## src/sv/icdf_pkg.sv

```systemverilog
package icdf_pkg;

    localparam int OP_W        = 1;
    localparam int INDEX_W     = 6;
    localparam int CDF_W       = 25;
    localparam int EDGE_W      = 32;
    localparam int U_W         = 24;
    localparam int NUM_PTS_W   = 7;
    localparam int STATUS_W    = 2;
    localparam int PROD_W      = U_W + EDGE_W;
    localparam int DIV_STEPS   = PROD_W;
    localparam int DIV_CNT_W   = 6;

    localparam logic [NUM_PTS_W-1:0] NUM_PTS_RESET = 7'd2;
    localparam logic [NUM_PTS_W-1:0] NUM_PTS_MIN   = 7'd2;

    typedef enum logic [OP_W-1:0] {
        OP_WRITE  = 1'b0,
        OP_SAMPLE = 1'b1
    } op_t;

    typedef enum logic [STATUS_W-1:0] {
        ST_INTERP = 2'd0,
        ST_LOW    = 2'd1,
        ST_HIGH   = 2'd2,
        ST_WRITE  = 2'd3
    } status_t;

    typedef enum logic [2:0] {
        S_IDLE,
        S_SCAN,
        S_MUL,
        S_DINIT,
        S_DIV,
        S_FIX,
        S_RESULT
    } state_t;

    typedef struct packed {
        logic    start;
        logic    mem_wr;
        logic    rd_en;
        logic    load_first;
        logic    shift_prev;
        logic    seg_load;
        logic    mul_load;
        logic    div_init;
        logic    div_step;
        logic    fix_load;
        logic    out_load;
        status_t out_status;
    } icdf_cmd_t;

    typedef struct packed {
        logic seg_hit;
        logic below_first;
    } icdf_stat_t;

endpackage

```

## src/sv/icdf_ctrl.sv

```systemverilog
module icdf_ctrl
    import icdf_pkg::*;
#(
    parameter int MAX_POINTS = 64,
    parameter int AW         = 6,
    parameter int CW         = 7
)
(
    input  logic                 clk,
    input  logic                 rst_n,
    input  logic                 in_valid,
    output logic                 in_ready,
    input  logic [OP_W-1:0]      op,
    output logic                 out_valid,
    input  logic                 out_ready,
    input  logic                 cfg_valid,
    output logic                 cfg_ready,
    input  logic [NUM_PTS_W-1:0] cfg_data,
    output icdf_cmd_t            cmd,
    output logic [AW-1:0]        rd_addr,
    input  icdf_stat_t           stat
);

    state_t                state_reg, state_next;
    logic [NUM_PTS_W-1:0]  num_points_reg;
    logic [CW-1:0]         n_reg, n_next;
    logic [CW-1:0]         issue_idx_reg, issue_idx_next;
    logic [CW-1:0]         rd_pos_reg, rd_pos_next;
    logic                  rd_valid_reg, rd_valid_next;
    logic [DIV_CNT_W-1:0]  div_cnt_reg, div_cnt_next;
    status_t               res_status_reg, res_status_next;
    logic                  out_valid_reg, out_valid_next;
    logic [CW-1:0]         n_clamped;
    logic                  issue;

    assign cfg_ready = 1'b1;
    assign out_valid = out_valid_reg;
    assign rd_addr   = issue_idx_reg[AW-1:0];

    // register keeps the written bits; clamping happens when a sample starts
    always_comb
    begin
        priority if (num_points_reg < NUM_PTS_MIN)
            n_clamped = CW'(NUM_PTS_MIN);
        else if (32'(num_points_reg) > MAX_POINTS)
            n_clamped = CW'(MAX_POINTS);
        else
            n_clamped = CW'(num_points_reg);
    end

    assign issue = (state_reg == S_SCAN) && (issue_idx_reg < n_reg);

    always_comb
    begin
        state_next      = state_reg;
        n_next          = n_reg;
        issue_idx_next  = issue_idx_reg;
        rd_pos_next     = rd_pos_reg;
        rd_valid_next   = 1'b0;
        div_cnt_next    = div_cnt_reg;
        res_status_next = res_status_reg;
        out_valid_next  = out_valid_reg && !out_ready;
        in_ready        = 1'b0;
        cmd             = '0;
        cmd.out_status  = res_status_reg;

        unique case (state_reg)
            S_IDLE:
            begin
                in_ready = 1'b1;
                if (in_valid)
                begin
                    cmd.start = 1'b1;
                    if (op_t'(op) == OP_WRITE)
                    begin
                        cmd.mem_wr      = 1'b1;
                        res_status_next = ST_WRITE;
                        state_next      = S_RESULT;
                    end
                    else
                    begin
                        n_next         = n_clamped;
                        issue_idx_next = '0;
                        state_next     = S_SCAN;
                    end
                end
            end

            S_SCAN:
            begin
                // reads stream one point a cycle; each compare runs in the cycle after its read
                if (issue)
                begin
                    cmd.rd_en      = 1'b1;
                    issue_idx_next = issue_idx_reg + 1'b1;
                    rd_valid_next  = 1'b1;
                    rd_pos_next    = issue_idx_reg;
                end
                if (rd_valid_reg)
                begin
                    priority if (rd_pos_reg == '0)
                    begin
                        cmd.load_first = 1'b1;
                        cmd.shift_prev = 1'b1;
                    end
                    else if (stat.seg_hit)
                    begin
                        cmd.seg_load    = 1'b1;
                        res_status_next = ST_INTERP;
                        state_next      = S_MUL;
                    end
                    else
                    begin
                        cmd.shift_prev = 1'b1;
                        if (rd_pos_reg == n_reg - 1'b1)
                        begin
                            res_status_next = stat.below_first ? ST_LOW : ST_HIGH;
                            state_next      = S_RESULT;
                        end
                    end
                end
            end

            S_MUL:
            begin
                cmd.mul_load = 1'b1;
                state_next   = S_DINIT;
            end

            S_DINIT:
            begin
                cmd.div_init = 1'b1;
                div_cnt_next = '0;
                state_next   = S_DIV;
            end

            S_DIV:
            begin
                cmd.div_step = 1'b1;
                if (div_cnt_reg == DIV_CNT_W'(DIV_STEPS - 1))
                    state_next = S_FIX;
                else
                    div_cnt_next = div_cnt_reg + 1'b1;
            end

            S_FIX:
            begin
                cmd.fix_load = 1'b1;
                state_next   = S_RESULT;
            end

            S_RESULT:
            begin
                if (!out_valid_reg || out_ready)
                begin
                    cmd.out_load   = 1'b1;
                    out_valid_next = 1'b1;
                    state_next     = S_IDLE;
                end
            end

            default:
            begin
                state_next = S_IDLE;
            end
        endcase
    end

    always_ff @(posedge clk or negedge rst_n)
    begin
        if (!rst_n)
        begin
            state_reg      <= S_IDLE;
            num_points_reg <= NUM_PTS_RESET;
            n_reg          <= '0;
            issue_idx_reg  <= '0;
            rd_pos_reg     <= '0;
            rd_valid_reg   <= 1'b0;
            div_cnt_reg    <= '0;
            res_status_reg <= ST_WRITE;
            out_valid_reg  <= 1'b0;
        end
        else
        begin
            state_reg      <= state_next;
            n_reg          <= n_next;
            issue_idx_reg  <= issue_idx_next;
            rd_pos_reg     <= rd_pos_next;
            rd_valid_reg   <= rd_valid_next;
            div_cnt_reg    <= div_cnt_next;
            res_status_reg <= res_status_next;
            out_valid_reg  <= out_valid_next;
            if (cfg_valid && cfg_ready)
            begin
                num_points_reg <= cfg_data;
            end
        end
    end

endmodule

```

## config.mk

```make
export PLATFORM = sky130hd
export DESIGN_NAME = icdf_ctrl
export DESIGN_NICKNAME = d
export VERILOG_FILES = /design/src/sv/icdf_pkg.sv /design/src/sv/icdf_ctrl.sv
export SDC_FILE = /design/constraint.sdc
export NUM_CORES = 1
export LEC_CHECK = 0
export CAP_MARGIN = 20
export CORE_MARGIN = 2
export CORE_UTILIZATION = 58
export CTS_CLUSTER_SIZE = 14
export DETAILED_ROUTE_END_ITERATION = 10
export DONT_BUFFER_PORTS = 1
export GPL_TIMING_DRIVEN = 0
export PLACE_DENSITY_LB_ADDON = 0.25
export SETUP_SLACK_MARGIN = 0.1
export SYNTH_ARGS = -nofsm -noshare
export SYNTH_HDL_FRONTEND = slang
export SYNTH_SLANG_ARGS = --single-unit
```

## constraint.sdc

```tcl
create_clock -name clk -period 3.1 [get_ports clk]
set_input_delay 0.155 -clock clk [delete_from_list [all_inputs] [get_ports clk]]
set_output_delay 0.155 -clock clk [all_outputs]
set_load 0.05 [all_outputs]
```

# Word level (Yosys, flattened, before mapping)
# Cells that the tools add are included.
# Widths: inputs -> output; s select.
totals:
  ff_bits: 41
  output_inout_bits: 22
classes:
  addsub: 3
  magnitude_cmp: 3
  eq_ne: 18
  mux: 46
  n_reduce_logical: 15
ops:
  columns: ["cell", "count"]
  rows:
  - ["$mux 7", 5]
  - ["$mux 3", 9]
  - ["$pmux 3 s7", 1]
  - ["$mux 2", 9]
  - ["$ne 2x2->1 const B", 9]
  - ["$mux 1", 17]
  - ["$pmux 7 s2", 1]
  - ["$pmux 6 s2", 1]
  - ["$reduce_and 6->1", 2]
  - ["$eq 3x3->1 const B", 3]
  - ["$add 7x1->7 const B", 1]
  - ["$eq 7x7->1", 1]
  - ["$gt 7x7->1 const B", 1]
  - ["$logic_not 7->1", 1]
  - ["$lt 7x2->1 const B", 1]
  - ["$lt 7x7->1", 1]
  - ["$sub 7x1->7 const B", 1]
  - ["$add 6x1->6 const B", 1]
  - ["$eq 3x2->1 const B", 2]
  - ["$eq 6x6->1 const B", 1]
  - ["$mux 6", 1]
  - ["$mux 4", 1]
  - ["$pmux 2 s2", 1]
  - ["$reduce_and 2->1", 2]
  - ["other kinds (9)", 12]

# Logic depth before layout (Yosys ltp)
# Gate-level depths: netlist (run 1).
depth:
  ltp_word: 7
  ltp_mapped: 8
  depth_no_buf: 8

# Worst setup path after synthesis (run 1)
# Ideal clock, no wire load.
synth_path:
  path_type: "flip-flop to flip-flop"
  from: "register state_reg[0]"
  to: "register n_reg[2]"
  setup_ns: 0.064
  arrival_ns: 2.486
  t_required_ns: 3.036
  slack_ns: 0.549
  path_stages_with_launch: 7
  path_buffers: 1
  period_less_slack_ns: 2.551
  path_cell_list: "dfrtp_1 nand2b_1 nor3_1 nand2_1 clkbuf_1 a21oi_1 a22o_2"
synth_via:
  elab_chain_cells: 2
synth_rtl:
  columns: ["element", "line", "source"]
  rows:
  - ["start, declared", "icdf_ctrl.sv:24", "state_t state_reg, state_next;"]
  - ["start signal, assigned", "icdf_ctrl.sv:185", "state_reg <= state_next;"]
  - ["$logic_not 3->1", "icdf_ctrl.sv:67", "unique case (state_reg)"]
  - ["$reduce_and 3->1 (no source line)", null, null]
  - ["end signal, assigned", "icdf_ctrl.sv:186", "n_reg <= n_next;"]
  - ["end, declared", "icdf_ctrl.sv:26", "logic [CW-1:0] n_reg, n_next;"]
# No other way between the ends.
# A chain may end at the register's enable or synchronous reset.

==> results of run 1 <==
[area by class of cell]
type	instances	share of cell area, %
sequential	41	39.21
clock buffer	8	3.430
buffer	14	3.144
multi-input combinational	169	47.12
inverter	13	1.858
tap	50	2.382
timing repair buffer	7	2.859
[critical path: stages, from the launching register on]
cell and delay, ns:
dfrtp_1 0.43, inv_1 0.07, ha_1 0.30, a21o_1 0.20, a211oi_2 0.40, o21ai_1 0.36
inv_2 0.20, buf_4 0.22
[cells in the final DEF (no fill, tap or decap), drive strengths merged, types with 8 or more instances in the layout]
cell / n
nand2: 21
inv: 13
buf: 11
xnor2: 9
nor2: 18
nand2b: 11
clkbuf: 14
ha: 9
mux2i: 9
mux2: 17
dfrtp: 38
a21oi: 8
[report_power, final]
| group | switching [mW] | internal (mW) |
|---|---|---|
| Sequential | 0.225 | 0.692 |
| Clock | 0.173 | 0.182 |
| Combinational | 0.455 | 0.400 |
| Total | 0.853 | 1.27 |
[repair_timing]
| action | 4_1_cts | 5_1_grt |
|---|---|---|
| hold buffers | 3 | 2 |
| endpoints found under the hold margin | 42 | 2 |
| resized for setup | 0 | 0 |
| setup endpoints to repair | 0 | 0 |
[routing by layer]
layer  share of wire [%]  up-vias
met5                   0        -
met2                  48       36
met4                 1.4        0
met1                  47      812
met3                 4.3        8
li1                    -      859
[cell usage after synthesis (6+ instances only)]
library cell / number
dfrtp_1: 38
nand2_1: 21
nor2_1: 18
mux2_2: 16
inv_1: 12
nand2b_1: 11
ha_1: 9
mux2i_1: 9
xnor2_1: 9
a21oi_1: 8
buf_4: 8
and3_1: 6
clkbuf_1: 6
[metrics by stage]
stage / area (sq um) / util, % / power, mW
CTS: 2606 / 65.63 / 2.139
floorplan: 2382 / - / 1.613
global route: 2626 / 66.13 / 2.295
finish: 2626 / 66.13 / 2.127
global placement: 2445 / 61.56 / 1.736
detailed placement: 2476 / 62.35 / 1.764
[how the worst min path moves through the flow]
stage           startpoint                end  slack (ns)
2_1_floorplan        rst_n     div_cnt_reg[0]       -0.14
3_3_place_gp         rst_n     div_cnt_reg[4]       -0.14
4_1_cts        cfg_data[4]  num_points_reg[4]      0.0006
6_report       cfg_data[6]  num_points_reg[6]        0.01
3_5_place_dp         rst_n     div_cnt_reg[5]       -0.14
5_1_grt        cfg_data[0]  num_points_reg[0]       0.001
[cell families after synthesis]
| kind of cell | after synthesis | synth area share (%) |
|---|---|---|
| AO/OA/AOI/OAI | 38 | 11.71 |
| XOR/XNOR | 14 | 5.147 |
| adder cells (fa/ha/maj) | 9 | 4.727 |
| buffers and inverters | 27 | 5.514 |
| flip-flops | 41 | 43.22 |
| multiplexers | 26 | 11.82 |
| other | 1 | 0.1574 |
| AND/OR/NAND/NOR | 81 | 17.70 |
==> reports/metrics.yaml, run 1 <==
rsz0062_at_grt: "no"
routed_wl_um: 4447
yosysTopAreaCell: "dfrtp_1"
start_util_pct: 59.99
cts_setup_buffers: 0
area_growth_pct: 10.24
grt_max_degree: 42
ant_nets: 0
drc_errors: 0
use_met1_pct: 27.06
fmax_mhz: 381.2
clock_skew_ns: 0.009749
p_leak_nw: 1.236
clk_pin_slew_ns: 0.08
synth_seq_cells: 41
port-buffer-count: 0
cts_buffers: 5
cap_violations: 0
dieArea_sq_um: 4636
fp.dieW_um: 68.09
max-vdd-ir-drop_mv: 0.4977
clock_latency_ns: 0.29
powerDensity_nw_per_um2: 809.8
nFillCells: 319
multi_input_area_sq_um: 1237
setup_viol: 0
clockBufferDepth: 2
yosysWarnings: 0
core_area_sq_um: 3971
required_ns: 2.94
hold_violations: 0
grt-ovfl-total: 0
worst_hold_slack_ns: 0.01154
synth_edf_count: 0
num_rows: 23
crit_path_start_kind: "flop"
synth_flop_cell: "dfrtp_1"
nets: 275
grt_util_met3_pct: 5.099
avgRoutedWirePerCell_um: 14.73
synth.top_cells.by_area: "dfrtp_1, mux2_2, ha_1"
synth_top_area_share_pct: 39.92
r2r-start: "state_reg[0]"
slew_viol_final: 0
place.gp.congestion: 0.7865
pre_cts_slack_ns: 0.6648
numClockSinks: 41
slew_headroom_pct: 20.70
antenna_found_initial: 0
placed_cells: 289
crit_start: "n_reg[5]"
whs_path_depth: 1
die_y_um: 68.09
grt_use_total_pct: 21.57
cts_tree: "built"
syn_area_per_cell_sq_um: 10.05
seq_area_sq_um: 1030
end_kind: "primary output"
busiest_layer: "met2"
finalCriticalPeriod_ns: 2.623
final_layout_size_suffix_gt1_share_pct: 18.65
async_flop_share_pct: 100.0
synth_cells: 237
drtPass1Iterations: 4
run_status: "completed"
netlist_area_sq_um: 2382
hp-class: "in2reg"
cp.arrival_ns: 2.47
postLayoutSetupSlackWorst_ns: 0.4765
endpoint: "cmd[10]"
min_period_over_period_pct: 84.63
grt_pass1_wl_um: 7507
grt_pass1_vias: 1686
clockRootBuffer: "clkbuf_8"
synth_cell_types: 46
synth_fp_nets: 261
grtUsageMet2_pct: 36.77
routed_via_density: 5.679
ys_seq_area_share_pct: 43.22
final_cell_count_no_fill: 302
dp_hpwl_um: 3268
finalSetupTns_ns: 0
drt_iter0_drc: 95
cts_max_level: 2
dr_total_vias: 1715
cp_max_fo: 7
ios: 37
rr_endpoint: "n_reg[2]"
worstMarginPinSlew_ns: 1.180
reg2regPathDepth: 6
reg2reg_slack_ns: 0.62
diodes: 0
critPathKind: "reg2out"
Power figures use the tool's default switching activity.
==> inputs of run 2 (changes only) <==
==> constraint.sdc (replaced) <==
create_clock -name clk -period 2.49 [get_ports clk]
set_input_delay 0.1245 -clock clk [delete_from_list [all_inputs] [get_ports clk]]
set_output_delay 0.1245 -clock clk [all_outputs]
set_load 0.05 [all_outputs]
==> reports/metrics.yaml, run 2 (same netlist as run 1, synthesis figures left out) <==
avgRoutedWirePerCell_um: 15.46
place.gp.congestion: 0.7983
final_layout_size_suffix_gt1_share_pct: 21.62
cts_max_level: 2
grt_use_total_pct: 22.14
num_rows: 23
dp_hpwl_um: 3271
fp.dieW_um: 68.09
cp_max_fo: 7
clockRootBuffer: "clkbuf_8"
diodes: 0
antenna_found_initial: 0
crit_buf_inv: 3
run_status: "completed"
grt_pass1_vias: 1753
postLayoutSetupSlackWorst_ns: 0.1578
port-buffer-count: 0
rsz0062_at_grt: "yes"
numClockSinks: 41
finalCriticalPeriod_ns: 2.332
reg2reg_slack_ns: 0.17
routed_wl_um: 4776
finalSetupTns_ns: 0
required_ns: 2.37
max-vdd-ir-drop_mv: 0.5177
post_dp_cell_area_sq_um: 2476
core_area_sq_um: 3971
multi_input_area_sq_um: 1286
start_util_pct: 59.99
dieArea_sq_um: 4636
path_cells: "inv_1, ha_1, a21o_1, a211oi_4, o21ai_4, inv_2, buf_4"
die_y_um: 68.09
slowest_stage: "dfrtp_1"
crit_path_start_kind: "flop"
end_kind: "primary output"
dr_total_vias: 1775
hold_violations: 0
setup_viol: 0
pre_cts_slack_ns: 0.03389
drtPass1Iterations: 4
nFillCells: 308
layout_common_cells: "dfrtp_1, nand2_1, nor2_1"
ant_nets: 0
nets: 282
reg2regPathDepth: 7
cpPeakStageDelay_ns: 0.43
whs_path_depth: 3
p_leak_nw: 1.283
design_area_sq_um: 2765
seq_area_sq_um: 1031
clockBufferDepth: 2
cts_tree: "built"
routed_via_density: 5.744
hp-class: "in2reg"
utilization_pct: 69.63
drc_errors: 0
fmax_mhz: 428.8
cap_violations: 0
final_common_cell: "dfrtp_1"
critPathKind: "reg2out"
path_delay_family: "compound AO/OA/AOI/OAI gates"
area_growth_pct: 16.07
grt_max_degree: 42
slew_viol_final: 0
worstSetupPathDepth: 7
drt_iter0_drc: 108
grt_pass1_wl_um: 7755
slew_headroom_pct: 21.78
clock_latency_ns: 0.29
clock_skew_ns: 0.004908
grt-ovfl-total: 0
cp.arrival_ns: 2.21
worstMarginPinSlew_ns: 1.164
min_period_over_period_pct: 93.66
cts_buffers: 5
powerDensity_nw_per_um2: 1044
worst_hold_slack_ns: 0.04645
clk_pin_slew_ns: 0.08
ios: 37
-- run 2: tightest hold or removal path, stage by stage --
cell	delay, ns
nor2_1	0.02
nor2_1	0.09
o31ai_1	0.07
-- run 2: area by class of cell --
type,count,share of cell area [%]
tap,50,2.262
inverter,13,1.765
buffer,14,2.986
clock inverter,1,1.086
timing repair buffer,14,4.977
sequential,41,37.29
clock buffer,7,3.122
multi-input combinational,169,46.52
-- run 2: metal layers --
metal | GRT usage, % | vias up | wire [um]
met5 | 0 | - | 0
met4 | 5.250 | 0 | 56
met3 | 4.934 | 7 | 197
met2 | 37.50 | 44 | 2377
met1 | 28.84 | 863 | 2145
li1 | - | 861 | -
-- run 2: metrics by stage --
| step | cells | power [mW] |
|---|---|---|
| after floorplan | 237 | 2.008 |
| after global placement | 287 | 2.151 |
| after detailed placement | 289 | 2.194 |
| after CTS | 307 | 2.881 |
| after global routing | 309 | 3.100 |
| final | 309 | 2.887 |
-- run 2: final timing paths --
kind                                     start           endpoint
worst max register to register        n_reg[1]       state_reg[0]
worst min register to register  div_cnt_reg[0]     div_cnt_reg[0]
min in group asynchronous                rst_n     div_cnt_reg[5]
worst max-delay path                  n_reg[5]            cmd[10]
worst min-delay path                        op       state_reg[1]
max in group asynchronous                rst_n  num_points_reg[1]
-- run 2: repair_timing --
action	in CTS	in global routing
hold buffers	9	0
pin swaps	0	1
setup endpoints to repair	10	5
setup buffers	1	2
resized for setup	6	4
endpoints found under the hold margin	48	0
-- run 2: power breakdown --
part           total (mW)  internal, mW  leakage, nW  switching [mW]
combinational        1.19         0.553        0.706           0.633
sequential           1.15         0.863        0.518           0.285
clock               0.552         0.327       0.0585           0.225
total                2.89          1.74         1.28            1.14
